==> src/rtl/core/csvrp_pkg.sv <==
// ----------------------------------------------------------------------------
// csvrp_pkg: shared types and codes of the CSV row parser
// Byte classes, the queued item format and the result codes.
// ----------------------------------------------------------------------------
package csvrp_pkg;

	localparam logic [7:0] BYTE_NEWLINE = 8'd10;
	localparam logic [7:0] BYTE_COMMA   = 8'h2C;
	localparam logic [7:0] BYTE_QUOTE   = 8'h22;

	typedef enum logic [1:0] {
		CLS_OTHER   = 2'd0,
		CLS_NEWLINE = 2'd1,
		CLS_COMMA   = 2'd2,
		CLS_QUOTE   = 2'd3
	} byte_cls_t;

	typedef struct packed {
		logic      eos;
		byte_cls_t cls;
		logic [7:0] data;
	} item_t;

	localparam logic [1:0] KIND_CHAR       = 2'd0;
	localparam logic [1:0] KIND_FIELD_END  = 2'd1;
	localparam logic [1:0] KIND_ROW_END    = 2'd2;
	localparam logic [1:0] KIND_STREAM_END = 2'd3;

	localparam logic [2:0] ERR_NONE     = 3'd0;
	localparam logic [2:0] ERR_EMPTY    = 3'd1;
	localparam logic [2:0] ERR_QUOTE    = 3'd2;
	localparam logic [2:0] ERR_MISMATCH = 3'd3;
	localparam logic [2:0] ERR_TOO_MANY = 3'd4;

	localparam int QUEUE_DEPTH = 2;

endpackage

==> src/rtl/core/csvrp_front.sv <==
// ----------------------------------------------------------------------------
// csvrp_front: input stage of the CSV row parser
// Accepts input transactions, classifies each byte and hands it to the queue.
// ----------------------------------------------------------------------------
module csvrp_front (
	input  logic              clk,
	input  logic              arst_n,
	input  logic              in_valid,
	output logic              in_ready,
	input  logic              opcode,
	input  logic [7:0]        data_byte,
	output logic              push,
	output csvrp_pkg::item_t  push_item,
	input  logic              push_ready
);
	import csvrp_pkg::*;

	logic      valid_s1;
	item_t     item_s1;
	byte_cls_t cls;

	always_comb begin
		case (data_byte)
			BYTE_NEWLINE: cls = CLS_NEWLINE;
			BYTE_COMMA:   cls = CLS_COMMA;
			BYTE_QUOTE:   cls = CLS_QUOTE;
			default:      cls = CLS_OTHER;
		endcase
	end

	assign in_ready  = !valid_s1 || push_ready;
	assign push      = valid_s1;
	assign push_item = item_s1;

	always_ff @(posedge clk or negedge arst_n) begin
		if (!arst_n) begin
			valid_s1 <= 1'b0;
		end else if (in_ready) begin
			valid_s1 <= in_valid;
		end
	end

	always_ff @(posedge clk) begin
		if (in_valid && in_ready) begin
			item_s1.eos  <= opcode;
			item_s1.cls  <= cls;
			item_s1.data <= data_byte;
		end
	end

endmodule

==> src/rtl/core/csvrp_queue.sv <==
// ----------------------------------------------------------------------------
// csvrp_queue: short queue between the front and back of the parser
// A small first-in first-out buffer of classified items.
// ----------------------------------------------------------------------------
module csvrp_queue (
	input  logic              clk,
	input  logic              arst_n,
	input  logic              push,
	input  csvrp_pkg::item_t  push_item,
	output logic              push_ready,
	output logic              pop_valid,
	output csvrp_pkg::item_t  pop_item,
	input  logic              pop
);
	import csvrp_pkg::*;

	localparam int PW = (QUEUE_DEPTH > 1) ? $clog2(QUEUE_DEPTH) : 1;
	localparam int CNTW = $clog2(QUEUE_DEPTH + 1);

	item_t             entry_q [QUEUE_DEPTH];
	logic [PW-1:0]     wr_ptr_q;
	logic [PW-1:0]     rd_ptr_q;
	logic [CNTW-1:0]   count_q;
	logic              do_push;
	logic              do_pop;

	assign push_ready = (count_q != CNTW'(QUEUE_DEPTH));
	assign pop_valid  = (count_q != '0);
	assign pop_item   = entry_q[rd_ptr_q];
	assign do_push    = push && push_ready;
	assign do_pop     = pop && pop_valid;

	always_ff @(posedge clk or negedge arst_n) begin
		if (!arst_n) begin
			wr_ptr_q <= '0;
			rd_ptr_q <= '0;
			count_q  <= '0;
		end else begin
			if (do_push) begin
				wr_ptr_q <= (wr_ptr_q == PW'(QUEUE_DEPTH - 1)) ? '0 : wr_ptr_q + 1'b1;
			end
			if (do_pop) begin
				rd_ptr_q <= (rd_ptr_q == PW'(QUEUE_DEPTH - 1)) ? '0 : rd_ptr_q + 1'b1;
			end
			if (do_push && !do_pop) begin
				count_q <= count_q + 1'b1;
			end else if (do_pop && !do_push) begin
				count_q <= count_q - 1'b1;
			end
		end
	end

	always_ff @(posedge clk) begin
		if (do_push) begin
			entry_q[wr_ptr_q] <= push_item;
		end
	end

endmodule

==> src/rtl/core/csvrp_back.sv <==
// ----------------------------------------------------------------------------
// csvrp_back: parsing engine of the CSV row parser
// Tracks quote state, field and header counts, and registers each result.
// ----------------------------------------------------------------------------
module csvrp_back #(
	parameter int MAX_COLUMNS = 256
) (
	input  logic              clk,
	input  logic              arst_n,
	input  logic              pop_valid,
	input  csvrp_pkg::item_t  pop_item,
	output logic              pop,
	output logic              out_valid,
	input  logic              out_ready,
	output logic [1:0]        kind,
	output logic [7:0]        char_out,
	output logic [7:0]        col_index,
	output logic              header_row,
	output logic [2:0]        error_code
);
	import csvrp_pkg::*;

	localparam int CNB = $clog2(MAX_COLUMNS + 1);
	localparam int CW  = (CNB > 8) ? CNB : 8;
	localparam logic [CW:0] MAX_COLS = (CW + 1)'(MAX_COLUMNS);

	localparam logic [1:0] Q_UNQUOTED = 2'd0;
	localparam logic [1:0] Q_QUOTED   = 2'd1;
	localparam logic [1:0] Q_PENDING  = 2'd2;

	logic [1:0]    quote_mode_q;
	logic          header_seen_q;
	logic [CW-1:0] header_count_q;
	logic [CW-1:0] field_counter_q;
	logic          line_open_q;
	logic          failed_q;

	logic [1:0]    quote_mode_d;
	logic          header_seen_d;
	logic [CW-1:0] header_count_d;
	logic [CW-1:0] field_counter_d;
	logic          line_open_d;
	logic          clear;

	logic          emit;
	logic [1:0]    kind_d;
	logic [7:0]    char_d;
	logic [7:0]    col_d;
	logic          hdr_d;
	logic [2:0]    err_d;
	logic [2:0]    line_err;
	logic [CW:0]   fc_inc;
	logic          unq_path;
	logic          take;

	assign take = pop_valid && (!out_valid || out_ready);
	assign pop  = take;

	assign fc_inc = {1'b0, field_counter_q} + 1'b1;

	always_comb begin
		if (quote_mode_q == Q_QUOTED) begin
			line_err = ERR_QUOTE;
		end else if (header_seen_q && (fc_inc != {1'b0, header_count_q})) begin
			line_err = ERR_MISMATCH;
		end else begin
			line_err = ERR_NONE;
		end
	end

	always_comb begin
		quote_mode_d    = quote_mode_q;
		header_seen_d   = header_seen_q;
		header_count_d  = header_count_q;
		field_counter_d = field_counter_q;
		line_open_d     = line_open_q;
		clear           = 1'b0;
		emit            = 1'b0;
		kind_d          = KIND_CHAR;
		char_d          = 8'd0;
		col_d           = field_counter_q[7:0];
		hdr_d           = !header_seen_q;
		err_d           = ERR_NONE;
		unq_path        = 1'b0;
		if (pop_item.eos) begin
			emit   = 1'b1;
			kind_d = KIND_STREAM_END;
			if (!line_open_q) begin
				col_d = 8'd0;
				if (!header_seen_q) begin
					err_d = ERR_EMPTY;
				end else begin
					hdr_d = 1'b0;
					clear = 1'b1;
				end
			end else begin
				err_d = line_err;
				clear = (line_err == ERR_NONE);
			end
		end else if (pop_item.cls == CLS_NEWLINE) begin
			emit   = 1'b1;
			kind_d = KIND_ROW_END;
			err_d  = line_err;
			if (line_err == ERR_NONE) begin
				if (!header_seen_q) begin
					header_seen_d  = 1'b1;
					header_count_d = fc_inc[CW-1:0];
				end
				field_counter_d = '0;
				line_open_d     = 1'b0;
				quote_mode_d    = Q_UNQUOTED;
			end
		end else begin
			line_open_d = 1'b1;
			case (quote_mode_q)
				Q_QUOTED: begin
					if (pop_item.cls == CLS_QUOTE) begin
						quote_mode_d = Q_PENDING;
					end else begin
						emit   = 1'b1;
						char_d = pop_item.data;
					end
				end
				Q_PENDING: begin
					if (pop_item.cls == CLS_QUOTE) begin
						quote_mode_d = Q_QUOTED;
						emit         = 1'b1;
						char_d       = pop_item.data;
					end else begin
						quote_mode_d = Q_UNQUOTED;
						unq_path     = 1'b1;
					end
				end
				default: begin
					unq_path = 1'b1;
				end
			endcase
			if (unq_path) begin
				case (pop_item.cls)
					CLS_COMMA: begin
						emit   = 1'b1;
						kind_d = KIND_FIELD_END;
						if (fc_inc >= MAX_COLS) begin
							err_d = ERR_TOO_MANY;
						end else begin
							field_counter_d = fc_inc[CW-1:0];
						end
					end
					CLS_QUOTE: begin
						quote_mode_d = Q_QUOTED;
					end
					default: begin
						emit   = 1'b1;
						char_d = pop_item.data;
					end
				endcase
			end
		end
	end

	always_ff @(posedge clk or negedge arst_n) begin
		if (!arst_n) begin
			quote_mode_q    <= Q_UNQUOTED;
			header_seen_q   <= 1'b0;
			header_count_q  <= '0;
			field_counter_q <= '0;
			line_open_q     <= 1'b0;
			failed_q        <= 1'b0;
			out_valid       <= 1'b0;
		end else begin
			if (out_valid && out_ready) begin
				out_valid <= 1'b0;
			end
			if (take && !failed_q) begin
				if (emit) begin
					out_valid <= 1'b1;
				end
				if (emit && (err_d != ERR_NONE)) begin
					failed_q <= 1'b1;
				end
				if (clear) begin
					quote_mode_q    <= Q_UNQUOTED;
					header_seen_q   <= 1'b0;
					header_count_q  <= '0;
					field_counter_q <= '0;
					line_open_q     <= 1'b0;
				end else begin
					quote_mode_q    <= quote_mode_d;
					header_seen_q   <= header_seen_d;
					header_count_q  <= header_count_d;
					field_counter_q <= field_counter_d;
					line_open_q     <= line_open_d;
				end
			end
		end
	end

	always_ff @(posedge clk) begin
		if (take && !failed_q && emit) begin
			kind       <= kind_d;
			char_out   <= char_d;
			col_index  <= col_d;
			header_row <= hdr_d;
			error_code <= err_d;
		end
	end

endmodule

==> src/rtl/core/csv_row_parser.sv <==
// ----------------------------------------------------------------------------
// csv_row_parser: streaming parser for comma separated text
// Splits a byte stream into field characters, field ends and row ends,
// checks every row against the header's column count.
// ----------------------------------------------------------------------------
// The parser takes one byte transaction per clock and gives at most one result
// transaction per byte. A result passes through registers in this order: the
// classifying input stage loads at the edge that accepts its byte, then the
// two-entry queue, then the parsing engine's output register. The sustained
// rate of one byte per clock is set by the parsing engine, which updates its
// quote and column state for each byte it takes; the input side stalls only
// when the queue fills behind a stalled output.
module csv_row_parser #(
	parameter int MAX_COLUMNS = 256
) (
	input  logic       clk,
	input  logic       arst_n,
	input  logic       in_valid,
	output logic       in_ready,
	input  logic       opcode,
	input  logic [7:0] data_byte,
	output logic       out_valid,
	input  logic       out_ready,
	output logic [1:0] kind,
	output logic [7:0] char_out,
	output logic [7:0] col_index,
	output logic       header_row,
	output logic [2:0] error_code
);
	import csvrp_pkg::*;

	logic  push;
	logic  push_ready;
	item_t push_item;
	logic  pop;
	logic  pop_valid;
	item_t pop_item;

	csvrp_front u_front (
		.clk        (clk),
		.arst_n     (arst_n),
		.in_valid   (in_valid),
		.in_ready   (in_ready),
		.opcode     (opcode),
		.data_byte  (data_byte),
		.push       (push),
		.push_item  (push_item),
		.push_ready (push_ready)
	);

	csvrp_queue u_queue (
		.clk        (clk),
		.arst_n     (arst_n),
		.push       (push),
		.push_item  (push_item),
		.push_ready (push_ready),
		.pop_valid  (pop_valid),
		.pop_item   (pop_item),
		.pop        (pop)
	);

	csvrp_back #(
		.MAX_COLUMNS (MAX_COLUMNS)
	) u_back (
		.clk        (clk),
		.arst_n     (arst_n),
		.pop_valid  (pop_valid),
		.pop_item   (pop_item),
		.pop        (pop),
		.out_valid  (out_valid),
		.out_ready  (out_ready),
		.kind       (kind),
		.char_out   (char_out),
		.col_index  (col_index),
		.header_row (header_row),
		.error_code (error_code)
	);

endmodule

==> config.mk <==
export PLATFORM = sky130hd
export DESIGN_NAME = csv_row_parser
export DESIGN_NICKNAME = d
export VERILOG_FILES = /design/src/rtl/core/csvrp_pkg.sv /design/src/rtl/core/csvrp_front.sv /design/src/rtl/core/csvrp_queue.sv /design/src/rtl/core/csvrp_back.sv /design/src/rtl/core/csv_row_parser.sv
export SDC_FILE = /design/constraint.sdc
export NUM_CORES = 1
export LEC_CHECK = 0
export BUFFER_PORTS_ARGS = -buffer_cell sky130_fd_sc_hd__buf_2
export CORE_ASPECT_RATIO = 0.6
export CORE_MARGIN = 5
export CORE_UTILIZATION = 25
export DETAILED_ROUTE_END_ITERATION = 10
export HOLD_SLACK_MARGIN = 0.02
export MAX_ROUTING_LAYER = met4
export PLACE_DENSITY = 0.44
export REMOVE_ABC_BUFFERS = 1
export SYNTH_ARGS = -nofsm -noshare
export SYNTH_HDL_FRONTEND = slang
export SYNTH_SLANG_ARGS = --single-unit
==> constraint.sdc <==
create_clock -name clk -period 5.15 [get_ports clk]
set_input_delay 0.515 -clock clk [delete_from_list [all_inputs] [get_ports clk]]
set_output_delay 0.515 -clock clk [all_outputs]
set_load 0.05 [all_outputs]
==> metrics.md, run 1 <==
| Metric | Value |
|---|---|
| Count of endpoints failing hold in the final timing report | 0 |
| Proportion of register bits with asynchronous set or reset after synthesis | 34.5% |
| Tightest Pin Transition | 998 ps |
| Routed via count | 2,691 |
| Number of primary I/O pins | 37 |
| Utilization of the core after routing | 29.6% |
| Area Overhead vs Synth | 15.7% |
| Quantity of gates resized following cts | 0 |
| Placed Area | 4520 sq um |
| Number of synthesized flops with an enable pin | 55 |
| Vertical die dimension | 110 um |
| Number of nets with antenna violations after routing | 0 |
| Final wirelength | 9520 um |
| CTS clk-pin slew, worst paths | 70 ps |
| Global-route wire length before repair | 15,200 um |
| Max Cap Viol | 0 |
| Kind of critical path | flop to flop |
| Critical path arrival | 4040 ps |
| Synth top area share | 39.8% |
| Share of layout cells above drive strength 1 | 18.2% |
| Min-Delay Path Class | primary input to asynchronous set/reset pin |
| Routed wire per std cell | 15.8 um |
| Post-synthesis cell count | 337 |
| Startpoint Class | flop |
| Iteration-0 DRC count of the detailed router | 188 |
| First-pass detailed-route iteration total | 4 |
| Sink count of the clock tree | 84 |
| Reg-to-reg startpoint | u_queue.rd_ptr_q |
| Total routing usage reported by global routing | 10.7% |
| Commonest register cell after synthesis | edfxtp_1 |
| Full die area | 19,400 sq um |
| Total power per unit cell area | 517 nW/um^2 |
| Unrepaired setup endpoints after global routing | false |
| Top post-synthesis cells by area | edfxtp_1 40%, dfrtp_1 17%, nor2_1 3.3%, mux2i_1 2.7%, o2bb2ai_1 2.3% |
| Final standard cell count with taps included and fillers excluded | 602 |
| Maximum number of pins on one net before global-route repair | 30 |
| Effective utilization at floorplan | 25.5% |
| Maximum fanout encountered on the critical timing path | 23 |
| Setup Total Neg Slack | 0 ps |
| CTS tree | yes |
| Ranking of synthesized cells by instance count | 55 x edfxtp_1, 36 x nor2_1, 29 x dfrtp_1 |
| H-tree Lvls | 3 |
| # rows | 36 |
| Status | completed |
| Detailed placement HPWL | 7100 um |
| Number of antenna violations at the first check in global routing | 0 |
| Count of buffers added by post-CTS timing repair for setup | 0 |
| Post-synthesis sequential element count | 84 |
| Count of buffers inserted at the top-level ports | 36 |
| Hold buffers post-CTS | 0 |
| Post-synthesis sequential area ratio | 57.2% |
| LEAKAGE | 1.88 nW |
| Clock network latency to the later pin of the worst-skew pair | 340 ps |
| N_diodes | 0 |
| Number of synthesis warnings | 0 |
| Die extent in x | 176 um |
| Number of distinct standard cells referenced by the synthesized netlist | 69 |
| Critical-path cell with the highest stage delay | dfrtp_1 |
| Total CTS buffers | 9 |
| Slew headroom | 33.2% |
| Share of the clock period used by the worst path after layout | 74.6% |
| Number of nets in the layout | 389 |
| R2R Setup Slk | 1310 ps |
| Average cell area after synthesis | 12.3 sq um |
| Depth of the most critical reg-to-reg path | 9 |
| Placed instance count | 586 |
| Final setup fails | 0 |
| Capture instance of the worst register-to-register path | u_back.failed_q |
| Worst setup path start | u_queue.rd_ptr_q |
| Family with the most delay on the worst path | compound AO/OA/AOI/OAI gates |
| # DRC | 0 |
| Category of the worst setup path capture point | flop |
| Clock period minus worst slack | 3840 ps |
| Detail-routed via count per cell | 4.47 |
| Worst Path Buf+Inv | 3 |
| Most frequently used cell type in the post-synthesis netlist | edfxtp_1 |
| Worst endpoint required time | 5340 ps |
| Pins over their slew limit | 0 |
| Final instance area | 4810 sq um |
| Root cell of the clock tree | clkbuf_16 |
| Cell area after synthesis | 4150 sq um |
| Standard cell core area | 16,300 sq um |
| Fin Clk Skew | 9.04 ps |
| Crit-path cells | mux2i_1 -> inv_1 -> ha_1 -> and2b_1 -> inv_1 -> o21ai_0 -> inv_1 -> a21oi_1 -> o31ai_1 |
| Top cell type by total area after synthesis | edfxtp_1 |
| Global route total overflow | 0 |
| VDD IR max | 0.179 mV |
| Routability Congestion | 0.854 |
| Most common cell on crit path | inv_1 |
| Maximum cell stage delay along the critical path | 780 ps |
| Clock Tree Buf Depth | 2 |
| Maximum operating frequency | 260 MHz |
| Vias in the first global route | 2,555 |
==> layout by cell type, fill, tap and decap left out, types with 2 or more instances in the layout <==
master	instances
a2111oi_0	3
a21o_1	6
a21oi_1	17
a31oi_1	2
and2_1	14
and2b_1	2
and3_1	3
and4_1	2
buf_2	36
clkbuf_1	2
clkbuf_16	9
clkinv_2	3
dfrtp_1	29
edfxtp_1	55
ha_1	7
inv_1	11
mux2i_1	11
nand2_1	12
nand2b_1	10
nand3_1	4
nand3b_1	2
nand4_1	2
nor2_1	36
nor2b_1	2
nor3_1	3
nor4_1	4
o21ai_0	7
o21ai_1	7
o22ai_1	4
o2bb2ai_1	11
o31ai_1	4
xnor2_1	10
xor2_1	7
==> sequential cells by signal (all words and copies together) (netlist names), 2 cells and up <==
name / cells
u_queue.entry_q: 22
u_front.push_item: 11
u_back.field_counter_q: 9
u_back.header_count_q: 9
u_back.char_out: 8
u_back.col_index: 8
u_back.error_code: 3
u_back.kind: 2
u_back.quote_mode_q: 2
u_queue.count_q: 2
==> layer usage <==
layer	routed length [um]	GRT usage (%)	share of wire, %
met1	5320	16.7	56
met2	3360	12.3	35
met3	639	3.13	6.7
met4	193	3.97	2.0
met5	0	-	0
==> metrics by stage <==
| stage | hold WS (ps) | setup slack (ps) | power, mW |
|---|---|---|---|
| after floorplan | 219 | 2230 | 1.63 |
| after global placement | 431 | 1510 | 1.87 |
| after detailed placement | 434 | 1380 | 1.87 |
| after CTS | 256 | 1380 | 2.51 |
| after global routing | 302 | 1120 | 2.65 |
| final | 244 | 1310 | 2.49 |
==> how the worst max path moves through the flow <==
| stage | end | slack [ps] | depth (start not counted) |
|---|---|---|---|
| final | u_back.failed_q | 1310 | 9 |
| after global routing | u_back.failed_q | 1120 | 9 |
| after CTS | u_back.failed_q | 1380 | 9 |
| after detailed placement | u_back.failed_q | 1380 | 9 |
| after global placement | u_back.failed_q | 1510 | 9 |
| after floorplan | u_back.field_counter_q[6] | 2230 | 9 |
==> cells by family after synthesis <==
family                     count (synthesis)  synth area share (%)
adders and majority gates                  7                  2.11
xor gates and xnor gates                  19                  4.70
buffers and inverters                     28                  3.62
DFF                                       84                  57.2
AOI/OAI and AO/OA                         76                  13.6
muxes                                     13                  3.25
and+or+nand+nor                          110                  15.5
==> cell type report <==
type / count / area [sq um]
clock inverter: 5 / 52.6
multi-input combinational: 225 / 1630
timing repair buffer: 37 / 188
inverter: 12 / 45.0
fill: 1661 / 11500
clock buffer: 11 / 233
sequential: 84 / 2380
tap: 228 / 285
==> power by group <==
group          total, mW  internal (mW)  switching [mW]  leakage (nW)
clock network      0.629          0.373           0.256         0.139
registers           1.01          0.901           0.111         0.894
logic              0.845          0.288           0.557         0.849
No activity file was read; power rests on OpenSTA's default activity.
==> inputs of run 2 (changes only) <==
--- a/config.mk
+++ b/config.mk
@@ -5,6 +5,7 @@
 export SDC_FILE = /design/constraint.sdc
 export NUM_CORES = 1
 export LEC_CHECK = 0
+export ABC_AREA = 1
 export BUFFER_PORTS_ARGS = -buffer_cell sky130_fd_sc_hd__buf_2
 export CORE_ASPECT_RATIO = 0.6
 export CORE_MARGIN = 5
==> constraint.sdc (replaced) <==
create_clock -name clk -period 3.55 [get_ports clk]
set_input_delay 0.355 -clock clk [delete_from_list [all_inputs] [get_ports clk]]
set_output_delay 0.355 -clock clk [all_outputs]
set_load 0.05 [all_outputs]
==> run 2 against run 1 <==
  * Via count increased by 9.0%
  * Power rose by 63%
  * Utilization is 0.26 points higher
==> metrics.md, run 2 <==
| Metric | Value |
|---|---|
| Flip-flop count of the largest register after layout | 22 (unchanged) |
| CTS clk-pin slew, worst paths | 70 ps (about the same) |
| Count of endpoints failing hold in the final timing report | 0 (unchanged) |
| Full die area | 19,100 sq um (-1.4%) |
| Fin Clk Skew | 13.2 ps (+4.17 ps) |
| Number of synthesized flops with an enable pin | 55 (unchanged) |
| Detailed placement HPWL | 7310 um (+3.0%) |
| Kind of critical path | flop to flop |
| Cell area after synthesis | 4090 sq um (-1.5%) |
| Combinational Power Share | 39.1% (+5.1 points) |
| Top post-synthesis cells by area | edfxtp_1 40%, dfrtp_1 18%, nand2_1 12%, inv_1 5.6%, nand3_1 4.3% |
| Commonest register cell after synthesis | edfxtp_1 |
| Placed Area | 4510 sq um (-0.28%) |
| Routability Congestion | 0.892 (+4.5%) |
| Status | completed |
| Area Overhead vs Synth | 17.5% |
| Total Power Consumption | 4.04 mW (+63%) |
| Vertical die dimension | 109 um (-0.69%) |
| Routed wire per std cell | 13.8 um (-13%) |
| Maximum cell stage delay along the critical path | 670 ps (-110 ps) |
| Clock network fraction of total power | 23.2% (-2.1 points) |
| Pins over their slew limit | 0 (unchanged) |
| CTS tree | yes |
| Hold buffers post-CTS | 0 (unchanged) |
| Sink count of the clock tree | 84 (unchanged) |
| Root cell of the clock tree | clkbuf_16 |
| Effective utilization at floorplan | 25.4% (-0.17 points) |
| Total routing usage reported by global routing | 11.1% (+0.43 points) |
| Final instance area | 4810 sq um (about the same) |
| Die extent in x | 175 um (-0.71%) |
| Number of nets in the layout | 501 (+29%) |
| Clock period minus worst slack | 3090 ps (-757 ps) |
| Max Cap Viol | 0 (unchanged) |
| Post-synthesis sequential element count | 84 (unchanged) |
| Maximum fanout encountered on the critical timing path | 13 (-43%) |
| Post-synthesis cell count | 439 (+30%) |
| Count of buffers inserted at the top-level ports | 36 (unchanged) |
| Total CTS buffers | 9 (unchanged) |
| Maximum operating frequency | 324 MHz (+25%) |
| Min-Delay Path Class | primary input to asynchronous set/reset pin |
| Maximum number of pins on one net before global-route repair | 30 (unchanged) |
| Iteration-0 DRC count of the detailed router | 216 (+15%) |
| Number of distinct standard cells referenced by the synthesized netlist | 33 (-52%) |
| Total power per unit cell area | 841 nW/um^2 (+62%) |
| Post-synthesis sequential area ratio | 58.1% (+0.88 points) |
| Internal power | 2.33 mW (+49%) |
| Power spent charging and discharging nets | 1.71 mW (+85%) |
| Quantity of gates resized following cts | 0 (unchanged) |
| Standard cell core area | 16,100 sq um (-0.83%) |
| Most frequently used cell type in the post-synthesis netlist | nand2_1 |
| Most common cell on crit path | inv_1 |
| Number of synthesis warnings | 0 (unchanged) |
| Vias in the first global route | 2,812 (+10%) |
| Proportion of register bits with asynchronous set or reset after synthesis | 34.5% (unchanged) |
| Clock network latency to the later pin of the worst-skew pair | 340 ps (about the same) |
| Clock Tree Buf Depth | 2 (unchanged) |
| H-tree Lvls | 3 (unchanged) |
| Slew headroom | 27.0% (-6.3 points) |
| Top library cells by usage in the layout, fill and taps aside | 127 x nand2_1, 61 x inv_1, 55 x edfxtp_1 |
| Global-route wire length before repair | 15,800 um (+4.4%) |
| Share of the clock period used by the worst path after layout | 86.9% (+12 points) |
| Critical path arrival | 3340 ps (-700 ps) |
| Depth of the most critical reg-to-reg path | 14 (+5) |
| Average cell area after synthesis | 9.32 sq um (-24%) |
| Top cell type by total area after synthesis | edfxtp_1 |
| N_diodes | 0 (unchanged) |
| Unrepaired setup endpoints after global routing | false |
| Number of antenna violations at the first check in global routing | 0 (unchanged) |
| Startpoint Class | flop |
| Register with the most flip-flops | u_queue.entry_q |
| Most common cell after layout, fill and taps aside | nand2_1 |
| Synth top area share | 40.4% (+0.61 points) |
| Number of primary I/O pins | 37 (unchanged) |
| Routed via count | 2,932 (+9.0%) |
| Ranking of synthesized cells by instance count | 127 x nand2_1, 61 x inv_1, 55 x edfxtp_1 |
| Critical-path cell with the highest stage delay | dfrtp_1 |
| Worst endpoint required time | 3800 ps (-1540 ps) |
| Category of the worst setup path capture point | flop |
| # rows | 36 (unchanged) |
| Final setup fails | 0 (unchanged) |
| LEAKAGE | 2.23 nW (+19%) |
| Detail-routed via count per cell | 4.22 (-5.6%) |
| Switching share of power | 42.4% (+5.2 points) |
| Number of nets with antenna violations after routing | 0 (unchanged) |
| First-pass detailed-route iteration total | 5 (+1) |
| Final wirelength | 9600 um (+0.85%) |
| Sequential power share | 37.8% (-2.9 points) |
| Setup Total Neg Slack | 0 ps (unchanged) |
| Global route total overflow | 0 (unchanged) |
| Share of layout cells above drive strength 1 | 18.9% (+0.75 points) |
| Count of buffers added by post-CTS timing repair for setup | 0 (unchanged) |
| Crit-path cells | inv_2 -> or2_2 -> o21ai_0 -> inv_1 -> ha_1 -> nor2_1 -> inv_1 -> o21ai_0 -> inv_1 -> nand2_1 -> nand3_2 -> inv_2 -> nand3_1 -> o21ai_1 |
| # DRC | 0 (unchanged) |
| Tightest Pin Transition | 1090 ps (+93.9 ps) |
| VDD IR max | 0.309 mV (+73%) |
## run 2: cell count changes in the layout (fill, tap and decap cells not counted), moves of 6 or more
cell	previous run	this run
o21ai_1	7	15
a21o_1	6	0
mux2i_1	11	0
nand2b_1	10	0
nand3_1	4	35
nor2_1	36	29
o2bb2ai_1	11	0
and2_1	14	0
inv_1	11	61
inv_2	1	13
xnor2_1	10	2
nand2_1	12	127
## run 2: cells by family (layout without fill, tap and decap cells)
| kind of cell | Yosys count | in the layout | synth area share (%) |
|---|---|---|---|
| AOI/OAI and AO/OA | 41 | 41 | 5.66 |
| buffers and inverters | 80 | 127 | 7.56 |
| and+or+nand+nor | 222 | 222 | 25.5 |
| xor gates and xnor gates | 5 | 5 | 1.07 |
| adders and majority gates | 7 | 7 | 2.14 |
| DFF | 84 | 84 | 58.1 |
## run 2: routing by layer
metal / share of wire [%] / global-route usage (%) / wire length, um
met3: 7.0 / 3.33 / 674
met5: 0 / - / 0
met1: 56 / 17.3 / 5360
met4: 1.0 / 3.08 / 98
met2: 36 / 13.3 / 3470
## run 2: path summary, 6_finish.rpt
kind	from	to	slack [ps]
hold / removal	arst_n	u_back.field_counter_q[8]	70
setup / recovery	u_queue.rd_ptr_q	u_back.quote_mode_q[1]	460
hold reg to reg	u_front.push_item[2]	u_queue.entry_q[0][2]	450
min in group clk	opcode	u_front.push_item[10]	210
setup reg to reg	u_queue.rd_ptr_q	u_back.quote_mode_q[1]	460
max in group asynchronous	arst_n	u_back.quote_mode_q[0]	3000
## run 2: power by group through the flow
stage               clock, mW  combinational (mW)  sequential (mW)
floorplan                   0                1.04             1.66
global placement            0                1.59             1.54
detailed placement          0                1.59             1.54
CTS                     0.966                1.59             1.53
global route             1.01                1.78             1.56
finish                  0.936                1.58             1.53
## run 2: final cells by class
type,instances,area [sq um]
clock buffers,9,225
clock inverters,7,73.8
multi-input cells,275,1400
inverters,74,278
well taps,209,262
repair buffers,37,188
flip-flops and latches,84,2380
fillers,1676,11300
## run 2: metrics by stage
stage          hold WS, ps  util [%]  worst slack (ps)  std cells
3_5_place_dp           435      28.0               486        679
3_3_place_gp           430      28.0               413        679
6_report              71.2      29.8               465        695
5_1_grt                131      29.8               139        695
2_1_floorplan         59.4         -              1110        433
4_1_cts               87.2      29.8               461        695
## run 2: worst max-delay path: cells and delay by family, from the launching register on
kind,cells,cell delay [ps]
AND/OR/NAND/NOR,5,1010
buffers and inverters,5,710
flip-flops,1,670
AO/OA/AOI/OAI,3,400
adder cells (fa/ha/maj),1,220
